`src/design/atatf_pkg.sv`:
```
// ----------------------------------------------------------------------------
// atatf_pkg
// Types, constants and stage functions of the ATA task-file address builder.
// ----------------------------------------------------------------------------
package atatf_pkg;

    localparam int unsigned OFFSET_W   = 28;
    localparam int unsigned BYTE_W     = 8;
    localparam int unsigned SPT_W      = 8;
    localparam int unsigned HEADS_W    = 5;
    localparam int unsigned PER_CYL_W  = SPT_W + HEADS_W;
    localparam int unsigned REM_W      = PER_CYL_W + 1;
    localparam int unsigned HEAD_Q_W   = 5;
    localparam int unsigned CYL_W      = 16;
    localparam int unsigned REG_IDX_W  = 2;
    localparam int unsigned CFG_DATA_W = 8;

    localparam logic [REG_IDX_W-1:0] REG_USE_LBA = 2'd0;
    localparam logic [REG_IDX_W-1:0] REG_SPT     = 2'd1;
    localparam logic [REG_IDX_W-1:0] REG_HEADS   = 2'd2;

    localparam logic               RST_USE_LBA = 1'b1;
    localparam logic [SPT_W-1:0]   RST_SPT     = 8'd63;
    localparam logic [HEADS_W-1:0] RST_HEADS   = 5'd16;

    localparam logic [BYTE_W-1:0] DH_FIXED = 8'hA0;
    localparam logic [BYTE_W-1:0] DH_LBA   = 8'h40;
    localparam logic [CYL_W-1:0]  CYL_MAX  = 16'hFFFF;

    typedef enum logic [1:0] {
        KIND_NOT_READY,
        KIND_LBA,
        KIND_CHS
    } kind_t;

    // Command as classified by the front end.
    typedef struct packed {
        kind_t                kind;
        logic [OFFSET_W-1:0]  offset;
        logic [BYTE_W-1:0]    count;
        logic                 drive;
        logic [SPT_W-1:0]     spt;
        logic [HEADS_W-1:0]   heads;
    } item_t;

    // Working set carried down the divider pipeline.
    typedef struct packed {
        kind_t                kind;
        logic [BYTE_W-1:0]    count;
        logic                 drive;
        logic [SPT_W-1:0]     spt;
        logic [PER_CYL_W-1:0] per_cyl;
        logic [REM_W-1:0]     rem;
        logic [OFFSET_W-1:0]  quo;
        logic [HEAD_Q_W-1:0]  head;
    } work_t;

    typedef struct packed {
        logic              not_ready_error;
        logic [BYTE_W-1:0] count_byte;
        logic [BYTE_W-1:0] sector_or_lba_low;
        logic [BYTE_W-1:0] cyl_low_or_lba_mid;
        logic [BYTE_W-1:0] cyl_high_or_lba_high;
        logic [BYTE_W-1:0] drive_head_byte;
        logic              cylinder_overflow;
    } result_t;

    function automatic work_t load_work(input item_t i);
        work_t w;
        w.kind    = i.kind;
        w.count   = i.count;
        w.drive   = i.drive;
        w.spt     = i.spt;
        w.per_cyl = PER_CYL_W'(i.spt) * PER_CYL_W'(i.heads);
        w.rem     = '0;
        w.quo     = i.offset;
        w.head    = '0;
        return w;
    endfunction

    // One restoring step of offset / per_cyl. The quotient builds up in the
    // low bits of quo as the dividend shifts out of the top. Other kinds
    // hold still so that quo keeps the raw offset.
    function automatic work_t div_step(input work_t w);
        work_t            o;
        logic [REM_W-1:0] shifted;
        o = w;
        if (w.kind == KIND_CHS)
        begin
            shifted = {w.rem[REM_W-2:0], w.quo[OFFSET_W-1]};
            o.quo   = {w.quo[OFFSET_W-2:0], 1'b0};
            if (shifted >= {1'b0, w.per_cyl})
            begin
                o.rem    = shifted - {1'b0, w.per_cyl};
                o.quo[0] = 1'b1;
            end
            else
            begin
                o.rem = shifted;
            end
        end
        return o;
    endfunction

    // One head bit: the remainder is below spt * 32, so five compares
    // against spt shifted down from bit four give the head.
    function automatic work_t head_step(input work_t w, input int unsigned bit_pos);
        work_t            o;
        logic [REM_W-1:0] divisor;
        o       = w;
        divisor = REM_W'(w.spt) << bit_pos;
        if (w.rem >= divisor)
        begin
            o.rem  = w.rem - divisor;
            o.head = w.head | (HEAD_Q_W'(1) << bit_pos);
        end
        return o;
    endfunction

    function automatic result_t build_result(input work_t w);
        result_t           r;
        logic              ovf;
        logic [CYL_W-1:0]  cyl;
        r   = '0;
        ovf = |w.quo[OFFSET_W-1:CYL_W];
        cyl = ovf ? CYL_MAX : w.quo[CYL_W-1:0];
        case (w.kind)
            KIND_NOT_READY:
            begin
                r.not_ready_error = 1'b1;
            end
            KIND_LBA:
            begin
                r.count_byte           = w.count;
                r.sector_or_lba_low    = w.quo[7:0];
                r.cyl_low_or_lba_mid   = w.quo[15:8];
                r.cyl_high_or_lba_high = w.quo[23:16];
                r.drive_head_byte      = DH_FIXED | DH_LBA | {3'b000, w.drive, 4'b0000}
                                         | {4'b0000, w.quo[27:24]};
            end
            KIND_CHS:
            begin
                r.count_byte           = w.count;
                r.sector_or_lba_low    = w.rem[BYTE_W-1:0] + 8'd1;
                r.cyl_low_or_lba_mid   = cyl[7:0];
                r.cyl_high_or_lba_high = cyl[15:8];
                r.drive_head_byte      = DH_FIXED | {3'b000, w.drive, 4'b0000}
                                         | {4'b0000, w.head[3:0]};
                r.cylinder_overflow    = ovf;
            end
            default:
            begin
                r = '0;
            end
        endcase
        return r;
    endfunction

endpackage

```
`src/design/atatf_front.sv`:
```
// ----------------------------------------------------------------------------
// atatf_front
// Holds the geometry registers and classifies each incoming command.
// ----------------------------------------------------------------------------
module atatf_front (
    input  logic                                   clk,
    input  logic                                   rst_n,
    input  logic                                   wr_en,
    input  logic [atatf_pkg::REG_IDX_W-1:0]        wr_index,
    input  logic [atatf_pkg::CFG_DATA_W-1:0]       wr_data,
    input  logic [atatf_pkg::OFFSET_W-1:0]         sector_offset,
    input  logic [atatf_pkg::BYTE_W-1:0]           transfer_sectors,
    input  logic                                   drive_select,
    input  logic                                   drive_not_ready,
    output atatf_pkg::item_t                       item
);

    logic                              use_lba_reg;
    logic [atatf_pkg::SPT_W-1:0]       spt_reg;
    logic [atatf_pkg::HEADS_W-1:0]     heads_reg;

    always_ff @(posedge clk or negedge rst_n)
    begin
        if (!rst_n)
        begin
            use_lba_reg <= atatf_pkg::RST_USE_LBA;
            spt_reg     <= atatf_pkg::RST_SPT;
            heads_reg   <= atatf_pkg::RST_HEADS;
        end
        else if (wr_en)
        begin
            case (wr_index)
                atatf_pkg::REG_USE_LBA: use_lba_reg <= wr_data[0];
                atatf_pkg::REG_SPT:     spt_reg     <= wr_data[atatf_pkg::SPT_W-1:0];
                atatf_pkg::REG_HEADS:   heads_reg   <= wr_data[atatf_pkg::HEADS_W-1:0];
                default:                ;
            endcase
        end
    end

    // A zero in either geometry register counts as one.
    always_comb
    begin
        if (drive_not_ready)
        begin
            item.kind = atatf_pkg::KIND_NOT_READY;
        end
        else if (use_lba_reg)
        begin
            item.kind = atatf_pkg::KIND_LBA;
        end
        else
        begin
            item.kind = atatf_pkg::KIND_CHS;
        end
        item.offset = sector_offset;
        item.count  = transfer_sectors;
        item.drive  = drive_select;
        item.spt    = (spt_reg == '0) ? atatf_pkg::SPT_W'(1) : spt_reg;
        item.heads  = (heads_reg == '0) ? atatf_pkg::HEADS_W'(1) : heads_reg;
    end

endmodule

```
`config.mk`:
```
export PLATFORM = sky130hd
export DESIGN_NAME = atatf_front
export DESIGN_NICKNAME = d
export VERILOG_FILES = /design/src/design/atatf_pkg.sv /design/src/design/atatf_front.sv
export SDC_FILE = /design/constraint.sdc
export NUM_CORES = 1
export LEC_CHECK = 0
export BUFFER_PORTS_ARGS = -buffer_cell sky130_fd_sc_hd__buf_2
export CAP_MARGIN = 0
export CORE_MARGIN = 10
export CORE_UTILIZATION = 36
export DETAILED_ROUTE_END_ITERATION = 10
export PLACE_DENSITY_LB_ADDON = 0.25
export RECOVER_POWER = 100
export SLEW_MARGIN = 30
export SYNTH_ARGS = -nofsm -noshare
export SYNTH_HDL_FRONTEND = slang
export SYNTH_SLANG_ARGS = --single-unit
```
`constraint.sdc`:
```
create_clock -name clk -period 1.3 [get_ports clk]
set_input_delay 0.13 -clock clk [delete_from_list [all_inputs] [get_ports clk]]
set_output_delay 0.13 -clock clk [all_outputs]
set_load 0.01 [all_outputs]
```
==> results.md <==
- Reg area: 360 µm²
- Die height: 70.7 µm
- Root Driver: clkbuf_4
- Port bufs: 28
- Post-Syn Nets: 137
- Final Hold Fails: 0
- Clock power share: 24.8%
- Highest Clock Rate: 0.744 GHz
- YS warnings: 0
- Final period utilization: 103%
- CP Class: reg -> out
- Slew Limit Fails: 0
- CTS buffer count: 3
- CTS clk-pin slew, worst paths: 0.08 ns
- Post-synthesis cell count: 86
- Antenna Nets Post-Route: 0
- Layout Utilization: 35.1%
- Largest register FFs: 8
- Clk_skew: 0 ns
- Drt drc: 0
- Slew HR: 48.4%
- Die area: 0.00500 mm²
- Total GRT Usage: 7.04%
- CTS tree: built
- Pwr Total: 1.24 mW
- Largest net degree at the start of global routing: 15
- Crit path time final: 1.34 ns
- Total core area: 0.00245 mm²
- Register area share after synthesis: 38.9%
- Area contributors post-synth: buf_4, dfstp_2, mux2_2
- Startpoint types: flip-flop
- Proportion of layout cells with a drive suffix above 1: 63.5%
- I/O Pins: 103
- Final HPWL DP: 1400 µm
- Router iterations before antenna repair: 2
- Slew @ Worst Pin: 0.774 ns
- H-Tree Depth: 1
- RSZ-0062 raised after global routing: yes
- Yosys cell types: 14
- Gpl congestion: 0.660
- Drt via density: 4.76
- Avg Cell Area, Syn: 10.8 µm²
- Number of synthesized register bits: 14
- Filler cell count: 258
- Post-synth top area cell: buf_4
- First-pass GRT wire length: 2950 µm
- Design area: 861 µm²
- Lkg Pwr: 0.394 nW
- Final setup viols: 2
- Initial Utilization: 37.7%
- Initial drt markers: 8
- CP Max Fanout: 3
- Vias in the first global route: 640
- Violated checks: setup timing
- Crit. End Element: output port
- Clk sink count: 14
- Max Cap Violations: 0
- Nets@finish: 126
- Internal power: 890 µW
- DRT Wirelength: 1770 µm
- Worst EP arrival: 1.21 ns
- Setup slack after layout: -0.0442 ns
- Ant diodes: 0
- Worst IR Drop VDD: 0.833 mV
- Pre-CTS setup slack: 0.178 ns
- Switching power: 352 µW
- Chip width: 70.7 µm
- Combinational Power Share: 26.1%
- Routed len/inst: 17.0 µm
- GRT overflow: 0
- Share of the synthesized area in the top cell type: 30.0%
- HP Class: in -> reg
- Pwr/cell area: 1440 mW/mm²
- Clock Tree Buf Depth: 2
- Initial antenna violation count: 0
- Placement row count: 18
- Via count: 495
- Worst-Skew Late Latency: 0.27 ns
- Area Overhead vs Synth: -7.03%
- Status: finished with violations
- Net Sw Frac: 28.3%
- Flop pwr share: 49.1%
- Cell Area, Placed: 785 µm²
- Area of the mapped netlist: 926 µm²
- CP required: 1.17 ns
- Area occupied by multi-input gates: 256 µm²
==> final cells by class <==
type / instances / area share (%)
well taps: 30 / 4.36
inverters: 1 / 0.436
clock buffers: 4 / 4.22
repair buffers: 32 / 19.3
flip-flops and latches: 14 / 41.9
multi-input cells: 23 / 29.8
==> cells by family (layout without fill, tap and decap cells) <==
group	after synthesis	after routing	synth area share [%]
buffers and inverters	49	37	34.9
multiplexers	14	14	17.0
flip-flops	14	14	38.9
AND/OR/NAND/NOR	7	7	7.43
AO/OA/AOI/OAI	2	2	1.76
==> per-stage QoR <==
stage / TNS (ns) / hold slack (ns) / std cells
6_report: -0.0493 / 0.0796 / 104
5_1_grt: -0.249 / 0.0600 / 104
4_1_cts: -0.0998 / 0.0681 / 104
3_5_place_dp: 0 / 0.0427 / 96
3_3_place_gp: 0 / 0.0431 / 96
2_1_floorplan: 0 / -0.166 / 86
==> power by group through the flow <==
stage / clock [mW] / sequential, mW / combinational, mW
after floorplan: 0 / 0.600 / 0.317
after global placement: 0 / 0.616 / 0.302
after detailed placement: 0 / 0.622 / 0.301
after CTS: 0.329 / 0.620 / 0.340
after global routing: 0.349 / 0.626 / 0.364
final: 0.308 / 0.610 / 0.324
==> what timing repair did <==
item,4_1_cts,5_1_grt
gates resized for setup,2,1
pin swaps,3,3
hold buffers,1,0
endpoints found under the setup margin,2,2
buffers inserted,3,0
endpoints found under the hold margin,6,0
==> cell usage after synthesis, drive strengths merged <==
cell type	n
a21o	1
clkbuf	11
nor3b	1
nor2	1
dfrtp	6
nand3b	2
nor4	1
dfstp	8
o41ai	1
mux2	14
inv	1
buf	37
nor2b	1
nor3	1
==> layout by cell type (no fill, tap or decap), drive strengths merged <==
cell type	instances
buf	19
nand3b	2
clkbuf	16
nor3	1
nor3b	1
nor4	1
nor2b	1
inv	1
o41ai	1
dlygate4sd3	1
dfrtp	6
a21o	1
nor2	1
mux2	14
dfstp	8
==> routing by layer <==
metal  GRT usage, %  wire, µm  vias up
met5              0         0        -
met4           4.95        76        0
met3           5.02       245       16
met2           9.20       722       37
met1           7.77       721      232
li1               -         -      210
==> path summary, 6_finish.rpt <==
check,startpoint,endpoint,slack (ns),depth (start not counted)
hold / removal,wr_data[6],spt_reg[6],0.08,2
setup reg to reg,heads_reg[1],heads_reg[1],0.41,2
max in group asynchronous,rst_n,spt_reg[6],0.38,2
hold reg to reg,heads_reg[0],heads_reg[0],0.52,1
setup / recovery,heads_reg[2],item[0],-0.04,2
min in group asynchronous,rst_n,spt_reg[7],0.44,2
==> worst max-delay path, stage by stage, from the launching register on <==
cell	delay, ns
dfrtp_1	0.41
o41ai_2	0.35
buf_2	0.19
Power figures use the tool's default switching activity.
