<file path="src/design/atatf_queue.sv">
// ----------------------------------------------------------------------------
// atatf_queue
// Small first-in first-out buffer with push/full and pop/empty sides.
// ----------------------------------------------------------------------------
module atatf_queue #(
    parameter int unsigned WIDTH = 1,
    parameter int unsigned DEPTH = 2
) (
    input  logic             clk,
    input  logic             rst_n,
    input  logic             push,
    input  logic [WIDTH-1:0] wdata,
    output logic             full,
    input  logic             pop,
    output logic [WIDTH-1:0] rdata,
    output logic             empty
);

    localparam int unsigned PTR_W = (DEPTH > 1) ? $clog2(DEPTH) : 1;
    localparam int unsigned CNT_W = $clog2(DEPTH + 1);

    logic [WIDTH-1:0] entry_mem [DEPTH];
    logic [PTR_W-1:0] wr_ptr_reg, wr_ptr_next;
    logic [PTR_W-1:0] rd_ptr_reg, rd_ptr_next;
    logic [CNT_W-1:0] count_reg, count_next;
    logic             do_push;
    logic             do_pop;

    assign full    = (count_reg == CNT_W'(DEPTH));
    assign empty   = (count_reg == '0);
    assign do_push = push && !full;
    assign do_pop  = pop && !empty;
    assign rdata   = entry_mem[rd_ptr_reg];

    always_comb
    begin
        wr_ptr_next = wr_ptr_reg;
        rd_ptr_next = rd_ptr_reg;
        if (do_push)
        begin
            wr_ptr_next = (wr_ptr_reg == PTR_W'(DEPTH - 1)) ? '0 : wr_ptr_reg + PTR_W'(1);
        end
        if (do_pop)
        begin
            rd_ptr_next = (rd_ptr_reg == PTR_W'(DEPTH - 1)) ? '0 : rd_ptr_reg + PTR_W'(1);
        end
        count_next = count_reg + CNT_W'(do_push) - CNT_W'(do_pop);
    end

    always_ff @(posedge clk or negedge rst_n)
    begin
        if (!rst_n)
        begin
            wr_ptr_reg <= '0;
            rd_ptr_reg <= '0;
            count_reg  <= '0;
        end
        else
        begin
            wr_ptr_reg <= wr_ptr_next;
            rd_ptr_reg <= rd_ptr_next;
            count_reg  <= count_next;
        end
    end

    always_ff @(posedge clk)
    begin
        if (do_push)
        begin
            entry_mem[wr_ptr_reg] <= wdata;
        end
    end

endmodule

</file>
<file path="config.mk">
export PLATFORM = sky130hd
export DESIGN_NAME = atatf_queue
export DESIGN_NICKNAME = d
export VERILOG_FILES = /design/src/design/atatf_queue.sv
export SDC_FILE = /design/constraint.sdc
export NUM_CORES = 1
export LEC_CHECK = 0
export ABC_CLOCK_PERIOD_IN_PS = 1500
export BUFFER_PORTS_ARGS = -buffer_cell sky130_fd_sc_hd__buf_2
export CAP_MARGIN = 10
export CELL_PAD_IN_SITES_DETAIL_PLACEMENT = 1
export CELL_PAD_IN_SITES_GLOBAL_PLACEMENT = 2
export CORE_AREA = 3 3 40 42
export DETAILED_ROUTE_END_ITERATION = 7
export DIE_AREA = 0 0 43 45
export GPL_TIMING_DRIVEN = 0
export PLACE_DENSITY = 0.52
export RECOVER_POWER = 100
export SETUP_SLACK_MARGIN = 0.4
export SYNTH_ARGS = -nofsm -noshare
export SYNTH_HDL_FRONTEND = slang
export SYNTH_SLANG_ARGS = --single-unit
</file>
<file path="constraint.sdc">
create_clock -name clk -period 1.5 [get_ports clk]
set_input_delay 0.225 -clock clk [delete_from_list [all_inputs] [get_ports clk]]
set_output_delay 0.225 -clock clk [all_outputs]
set_load 0.01 [all_outputs]
</file>
==> run metrics, run 1 <==
CP max stage cell=dfrtp_1; Synth cell types=12; GRT Util Overall=0.08312; clock tree buffer depth=2; Iter 0 DRT Violations=0; CP Launch Type=flip-flop; CP bufs+invs=1; max_slew headroom=0.8255; first-pass GRT wire length=1048 um; total power draw=1.239 mW; grt total ovfl=0; worst-margin pin slew=around 0.26 ns; Synth Area per Inst=between 10 and 15 um2; critical path class=reg -> reg; CTS Buf Count=3; Clock Pin Slew Worst Setup and Hold Paths=0.05 ns; syn_nets=28; Yosys top cell area share=0.3687; Max Cap Viol=0; DP Cell Count=43; CTS H-tree depth=1; vias=226; Hold Crit Start=wdata; endpoints failing setup=0; # clock sinks=6; clock network power share=0.134; Die Y-Extent=~45 um; internal power=between 800 and 900 uW; share of cells above drive strength 1=0.7556; most frequent cells in the layout=buf_4 (10), buf_6 (5), clkbuf_4 (3), dfrtp_1 (3), buf_2 (3); most common cell after layout, fill and taps aside=buf_4; initial core utilization=0.2113; post-detail-place hpwl=roughly 400 um; leakage power=0.2551 nW; cell row count=13; Post-Syn Area=271.5 um2; initial antenna violation count=0; Warnings, synthesis=0; FF-to-FF Start=count_reg[0]$_DFF_PN0_; Switching Share=0.3272; Tightest Hold Check Type=in -> reg; clk_lat worst skew=roughly 0.25 ns; pins over their slew limit=0; largest net degree at the start of global routing=5; Critical Path Start=count_reg[0]$_DFF_PN0_; status=finished clean; f_max=0.6890 GHz; synth-to-layout area growth=104.1%; sequential share of power=0.262; routed wire length=703 um; sequential area share after synthesis=0.5899; residual DRC count=0; io pins=8; crit-path max FO=3; Detailed Routing Iterations Pass 1=1; core area=1285 um2; Setup Skew=0.005054 ns; vias in the first global route=250; CP top delay family=adder cells; worst hold slack=0.1613 ns; Die ar.=1935 um2; Syn Inst Count=21; CTS Root Cell=clkbuf_4; post-route antenna net violation count=0; fin nets=53; slowest stage delay, CP=0.40 ns; Data arrival, critical path=1.58 ns; Avg WL per Cell=11.72 um; crit share post-route=0.9675; Routability Congestion=0.6825; non-filler instance count after layout=60; NetSw=405.4 uW; Avg Vias per Cell=3.767; fin crit period=roughly 1.5 ns; combinational share of power=0.604; CTS tree=built; Worst Setup End Kind=flip-flop; Most common cell on crit path=ha_4; n_diodes=0; top cells by area, synth=dfrtp_1 (37%), edfxtp_1 (22%), xnor2_1 (9.7%), ha_1 (9.2%), mux2_2 (4.1%); Peak VDD IR=approximately 0.00076 V; CP Cell Sequence=nand2b_4 -> nand2_4 -> ha_4 -> inv_2 -> ha_4 -> xnor2_2 -> xnor2_1; CP Data Required Time=1.63 ns; register bit count reported by yosys=6; Hold Vio Cnt, Final=0; power density cells=2235 nW/um2; Die X=43 um; port bufs=7; RSZ-0062 raised after global routing=true; cell taking the most area after synthesis=dfrtp_1
==> power by group through the flow <==
stage / combinational, mW / sequential, mW / clock [mW]
2_1_floorplan: 0.250 / 0.313 / 0
3_3_place_gp: 0.317 / 0.322 / 0
3_5_place_dp: 0.327 / 0.324 / 0
4_1_cts: 0.616 / 0.316 / 0.175
5_1_grt: 0.800 / 0.335 / 0.188
6_report: 0.749 / 0.324 / 0.166
==> synthesized netlist by cell type <==
library cell and count:
xor2_1 1, ha_1 2, mux2_2 1, nand2b_1 1, nand2_1 1, edfxtp_1 2, inv_1 2, nor2_1 2
xnor2_1 3, nor2b_2 1, dfrtp_1 4, and3_1 1
==> what timing repair did <==
item | in CTS | in global routing
resized for setup | 11 | 4
pin swaps | 6 | 1
setup buffers | 7 | 5
hold buffers | 1 | 0
endpoints found under the hold margin | 4 | 0
setup endpoints to repair | 5 | 7
==> metal layers <==
metal / vias to the layer above / wire length, um / track usage / share of wire
met5: - / 0 / 0 / 0
met4: 0 / 0 / 0.09036 / 0
met3: 0 / 27 / 0.02789 / 0.038
met2: 5 / 390 / 0.1407 / 0.55
met1: 106 / 284 / 0.07407 / 0.40
li1: 115 / - / - / -
==> cell families after synthesis <==
group                    after synthesis  synth area share
adder cells (fa/ha/maj)                2           0.09215
buffers and inverters                  2           0.02766
flip-flops                             6            0.5899
AND/OR/NAND/NOR                        6            0.1198
XOR/XNOR                               4            0.1291
multiplexers                           1           0.04147
==> final timing paths <==
kind	to	slack [ns]	depth (start not counted)
worst max-delay path	count_reg[1]$_DFF_PN0_	0.05	7
worst min-delay path	entry_mem[0]$_DFFE_PP_	0.16	1
worst max register to register	count_reg[1]$_DFF_PN0_	0.05	7
worst min register to register	wr_ptr_reg$_DFFE_PN0P_	0.55	1
max in group asynchronous	count_reg[1]$_DFF_PN0_	0.92	2
min in group asynchronous	wr_ptr_reg$_DFFE_PN0P_	0.35	2
==> through the flow <==
stage / setup slack [ns] / cell area [um2] / util / TNS [ns]
2_1_floorplan: 0.05247 / 297.8 / - / 0
3_3_place_gp: 0.009410 / 351.6 / 0.2736 / 0
3_5_place_dp: -0.02622 / 351.6 / 0.2736 / -0.02622
4_1_cts: 0.05269 / 501.7 / 0.3905 / 0
5_1_grt: 0.002270 / 554.3 / 0.4314 / 0
6_report: 0.04869 / 554.3 / 0.4314 / 0
==> layout make-up <==
type / instances / area [um2]
fill: 138 / 730.7
multi-input combinational: 13 / 180.2
sequential: 6 / 161.4
timing repair buffer: 20 / 160.2
clock buffer: 4 / 26.28
tap: 15 / 18.77
inverter: 2 / 7.507
Note: power is estimated with default switching activity, not from simulation.
==> run 2, diff against run 1 <==
--- a/config.mk
+++ b/config.mk
@@ -5,7 +5,7 @@
 export SDC_FILE = /design/constraint.sdc
 export NUM_CORES = 1
 export LEC_CHECK = 0
-export ABC_CLOCK_PERIOD_IN_PS = 1500
+export ABC_CLOCK_PERIOD_IN_PS = 1600
 export BUFFER_PORTS_ARGS = -buffer_cell sky130_fd_sc_hd__buf_2
 export CAP_MARGIN = 10
 export CELL_PAD_IN_SITES_DETAIL_PLACEMENT = 1
@@ -14,7 +14,7 @@
 export DETAILED_ROUTE_END_ITERATION = 7
 export DIE_AREA = 0 0 43 45
 export GPL_TIMING_DRIVEN = 0
-export PLACE_DENSITY = 0.52
+export PLACE_DENSITY = 0.5
 export RECOVER_POWER = 100
 export SETUP_SLACK_MARGIN = 0.4
 export SYNTH_ARGS = -nofsm -noshare
==> constraint.sdc (replaced) <==
create_clock -name clk -period 1.6 [get_ports clk]
set_input_delay 0.24 -clock clk [delete_from_list [all_inputs] [get_ports clk]]
set_output_delay 0.24 -clock clk [all_outputs]
set_load 0.01 [all_outputs]
==> run metrics, run 2 (synthesis results as in run 1) <==
fin worst setup slack=about 0.15 ns; f_max=0.6903 GHz; crit-path max FO=3; reg2reg path depth=7; worst slack, placed=about 0.088 ns; post-route antenna net violation count=0; routed wire length=roughly 610 um; max_slew headroom=0.8420; critical path class=reg -> reg; CP Launch Type=flip-flop; fin nets=47; CTS Buf Count=3; Die ar.=roughly 1900 um2; clock tree buffer depth=2; leakage power=roughly 0.21 nW; clk_lat worst skew=around 0.24 ns; # clock sinks=6; Iter 0 DRT Violations=4; Setup Skew=0.006206 ns; share of cells above drive strength 1=0.5641; Post-DP Area=351.6 um2; synth-to-layout area growth=72.81%; crit share post-route=0.9054; vias=212; Avg Vias per Cell=3.926; length of routed wiring on met1=approximately 250 um; power density cells=2009 nW/um2; endpoints failing setup=0; CP Cell Sequence=nand2b_4 -> nand2_4 -> ha_1 -> inv_2 -> ha_4 -> xnor2_2 -> xnor2_1; first-pass GRT wire length=slightly below 1000 um; grt total ovfl=0; CP Data Required Time=1.72 ns; largest net degree at the start of global routing=5; fin crit period=1.449 ns; routed length on met2=320 um; Max Cap Viol=0; pins over their slew limit=0; most frequent cells in the layout=clkbuf_4 (4), clkbuf_1 (4), buf_4 (4); GRT Util Overall=0.07485; met3 routed WL=roughly 40 um; io pins=8; residual DRC count=0; vias in the first global route=approximately 240; Die Y-Extent=45 um; Avg WL per Cell=11.30 um; Clock Pin Slew Worst Setup and Hold Paths=around 0.050 ns; Final Instance Area=469.2 um2; initial core utilization=0.2113; Hold Path Depth=1; Data arrival, critical path=around 1.6 ns; core area=around 1300 um2; status=finished clean; n_diodes=0; worst-margin pin slew=0.2371 ns; Hold Vio Cnt, Final=0; uppermost layer routed=met3; RSZ-0062 raised after global routing=true; Detailed Routing Iterations Pass 1=3; setup TNS=0 ns; Die X=43 um; port bufs=7; CTS H-tree depth=1; Peak VDD IR=0.0006092 V; slowest stage delay, CP=0.40 ns; CTS Root Cell=clkbuf_4; worst hold slack=0.1830 ns; Routability Congestion=about 0.71; total power draw=942.5 uW; CTS tree=built; fill count=approximately 140; cell row count=13; Tightest Hold Check Type=in -> reg; CP max stage cell=dfrtp_1; initial antenna violation count=0; Worst Setup End Kind=flip-flop
run 2: cell types whose count changed in the layout (fill, tap and decap cells not counted):
cell	delta
and3_1	+1
and3_4	-1
buf_4	-6
buf_6	-3
clkbuf_1	+2
clkbuf_4	+1
ha_1	+1
ha_4	-1
inv_1	+1
inv_2	-1
mux2_1	+1
mux2_4	-1
run 2: routing by layer:
layer  vias to the layer above  track usage
met3                         0      0.02789
met5                         -            0
li1                        104            -
met2                         5       0.1138
met4                         0      0.07229
met1                       103      0.07940
run 2: path summary, 6_finish.rpt:
check,startpoint,endpoint,slack (ns)
min in group asynchronous,rst_n,wr_ptr_reg$_DFFE_PN0P_,0.36
worst min-delay path,wdata,entry_mem[0]$_DFFE_PP_,0.18
worst max register to register,count_reg[0]$_DFF_PN0_,count_reg[1]$_DFF_PN0_,0.15
max in group asynchronous,rst_n,count_reg[1]$_DFF_PN0_,1.02
worst min register to register,wr_ptr_reg$_DFFE_PN0P_,wr_ptr_reg$_DFFE_PN0P_,0.55
worst max-delay path,count_reg[0]$_DFF_PN0_,count_reg[1]$_DFF_PN0_,0.15
run 2: per-stage QoR:
stage            util  std cells
6_report       0.3651         54
5_1_grt        0.3651         54
4_1_cts        0.3564         52
3_5_place_dp   0.2736         43
3_3_place_gp   0.2736         43
2_1_floorplan       -         21
run 2: what timing repair did:
item,4_1_cts,5_1_grt
endpoints found under the setup margin,4,6
hold buffers,1,0
endpoints found under the hold margin,4,0
setup buffers,4,2
pin swaps,5,0
resized for setup,6,4
run 2: power breakdown:
group | total [mW] | internal [mW] | leakage (nW) | switching (mW)
clock | 0.153 | 0.0947 | 0.0150 | 0.0581
sequential | 0.304 | 0.234 | 0.0642 | 0.0707
combinational | 0.485 | 0.287 | 0.134 | 0.198
run 2: cell type report:
class / count / area [um2] / share of cell area
repair buffers: 14 / 96.34 / 0.2053
well taps: 15 / 18.77 / 0.04000
inverters: 2 / 7.507 / 0.01600
multi-input cells: 13 / 158.9 / 0.3387
clock buffers: 4 / 26.28 / 0.05600
flip-flops and latches: 6 / 161.4 / 0.3440
run 2: worst max-delay path, delay by kind of cell, from the launching register on:
family                     cells  cell delay [ns]
xor gates and xnor gates       2             0.24
adders and majority gates      2             0.43
buffers and inverters          1             0.04
DFF                            1             0.40
and+or+nand+nor                2             0.22
==> run 3, diff against run 2 <==
--- a/config.mk
+++ b/config.mk
@@ -6,15 +6,16 @@
 export NUM_CORES = 1
 export LEC_CHECK = 0
 export ABC_CLOCK_PERIOD_IN_PS = 1600
-export BUFFER_PORTS_ARGS = -buffer_cell sky130_fd_sc_hd__buf_2
 export CAP_MARGIN = 10
 export CELL_PAD_IN_SITES_DETAIL_PLACEMENT = 1
 export CELL_PAD_IN_SITES_GLOBAL_PLACEMENT = 2
 export CORE_AREA = 3 3 40 42
 export DETAILED_ROUTE_END_ITERATION = 7
 export DIE_AREA = 0 0 43 45
+export DONT_BUFFER_PORTS = 1
 export GPL_TIMING_DRIVEN = 0
-export PLACE_DENSITY = 0.5
+export MAX_ROUTING_LAYER = met4
+export PLACE_DENSITY = 0.42
 export RECOVER_POWER = 100
 export SETUP_SLACK_MARGIN = 0.4
 export SYNTH_ARGS = -nofsm -noshare
==> run metrics, run 3 (synthesis results as in run 1) <==
status=finished clean; Routability Congestion=0.6885; Avg Vias per Cell=4.022; Tightest Hold Check Type=in -> reg; endpoints failing setup=0; fill count=approximately 140; routed wire length=between 500 and 600 um; vias=about 190; largest net degree at the start of global routing=5; clock tree buffer depth=2; # clock sinks=6; critical path class=reg -> reg; crit share post-route=0.9246; post-detail-place hpwl=roughly 390 um; CTS tree=built; first-pass GRT wire length=938 um; port bufs=0; core area=1285 um2; fin nets=39; max_slew headroom=0.8151; GRT Util Overall=0.07772; worst-margin pin slew=0.2768 ns; Die X=43 um; Hold Vio Cnt, Final=0; RSZ-0062 raised after global routing=true; Max Cap Viol=0; CTS Root Cell=clkbuf_4; CTS H-tree depth=1; pins over their slew limit=0; CP Data Required Time=1.73 ns; CTS Buf Count=3; residual DRC count=0; Avg WL per Cell=11.48 um; fin crit period=1.479 ns; Die Y-Extent=45 um; setup TNS=0 ns; clk_lat worst skew=0.25 ns; most common cell after layout, fill and taps aside=buf_4; Data arrival, critical path=1.61 ns; leakage power=0.1717 nW; Detailed Routing Iterations Pass 1=1; post-route antenna net violation count=0; Die ar.=1935 um2; power density cells=2106 nW/um2; multi-input logic area=156.4 um2; grt total ovfl=0; initial core utilization=0.2113; share of cells above drive strength 1=0.5806; Clock Pin Slew Worst Setup and Hold Paths=0.05 ns; fin worst setup slack=0.1206 ns; Setup Skew=0.007895 ns; vias in the first global route=198; initial antenna violation count=0; Iter 0 DRT Violations=0; io pins=8; synth-to-layout area growth=54.84%; Peak VDD IR=~0.00048 V; cell row count=13; n_diodes=0; sequential cell area=162.7 um2; Worst Setup End Kind=flip-flop; worst slack, placed=0.07669 ns; crit-path max FO=3; f_max=between 0.6 and 0.7 GHz; CP Launch Type=flip-flop; most frequent cells in the layout=buf_4 (5), clkbuf_4 (3)
[run 3: final timing paths]
kind                                        start                endpoint  slack [ns]  depth (start not counted)
min in group asynchronous                   rst_n  wr_ptr_reg$_DFFE_PN0P_        0.26                          1
max in group asynchronous                   rst_n  count_reg[1]$_DFF_PN0_        1.13                          1
max reg2reg                count_reg[0]$_DFF_PN0_  count_reg[1]$_DFF_PN0_        0.12                          7
max                        count_reg[0]$_DFF_PN0_  count_reg[1]$_DFF_PN0_        0.12                          7
min reg2reg                wr_ptr_reg$_DFFE_PN0P_  wr_ptr_reg$_DFFE_PN0P_        0.51                          1
min                                         wdata  entry_mem[1]$_DFFE_PP_        0.08                          0
[run 3: layout make-up]
cell class              count  share of cell area
well taps                  15             0.04464
clock buffers               4             0.06250
repair buffers              6              0.1131
flip-flops and latches      6              0.3869
multi-input cells          13              0.3720
inverters                   2             0.02083
[run 3: per-layer routing]
layer	global-route usage	up-vias	routed length (um)
li1	-	88	-
met1	0.07617	89	218
met2	0.1048	6	250
met3	0.04781	2	36
met4	0.07229	0	24
met5	-	-	0
[run 3: stage by stage]
step	utilization	hold WS, ns	power (mW)	cell area [um2]	instances
after floorplan	-	-0.05559	0.5276	297.8	21
after global placement	0.2463	-0.05546	0.5639	316.6	36
after detailed placement	0.2463	-0.05546	0.5790	316.6	36
after CTS	0.3233	0.07627	0.8797	415.4	44
after global routing	0.3272	0.05203	0.9730	420.4	46
final	0.3272	0.07929	0.8852	420.4	46
[run 3: critical path, cell delays in order, from the launching register on]
cell and delay [ns]:
dfrtp_2 0.43, nor2_4 0.15, nor2b_1 0.10, ha_4 0.27, inv_2 0.03, ha_4 0.15
xnor2_2 0.12, xnor2_1 0.12
[run 3: where the power goes]
part | switching (mW) | internal [mW]
Sequential | 0.0634 | 0.236
Clock | 0.0624 | 0.0949
Combinational | 0.178 | 0.251
[run 3: repair_timing]
item                                    in CTS  in global routing
pin swaps                                    4                  2
gates resized for setup                      7                  2
endpoints found under the hold margin        4                  0
hold buffers                                 1                  0
buffers inserted                             3                  2
endpoints found under the setup margin       4                  4
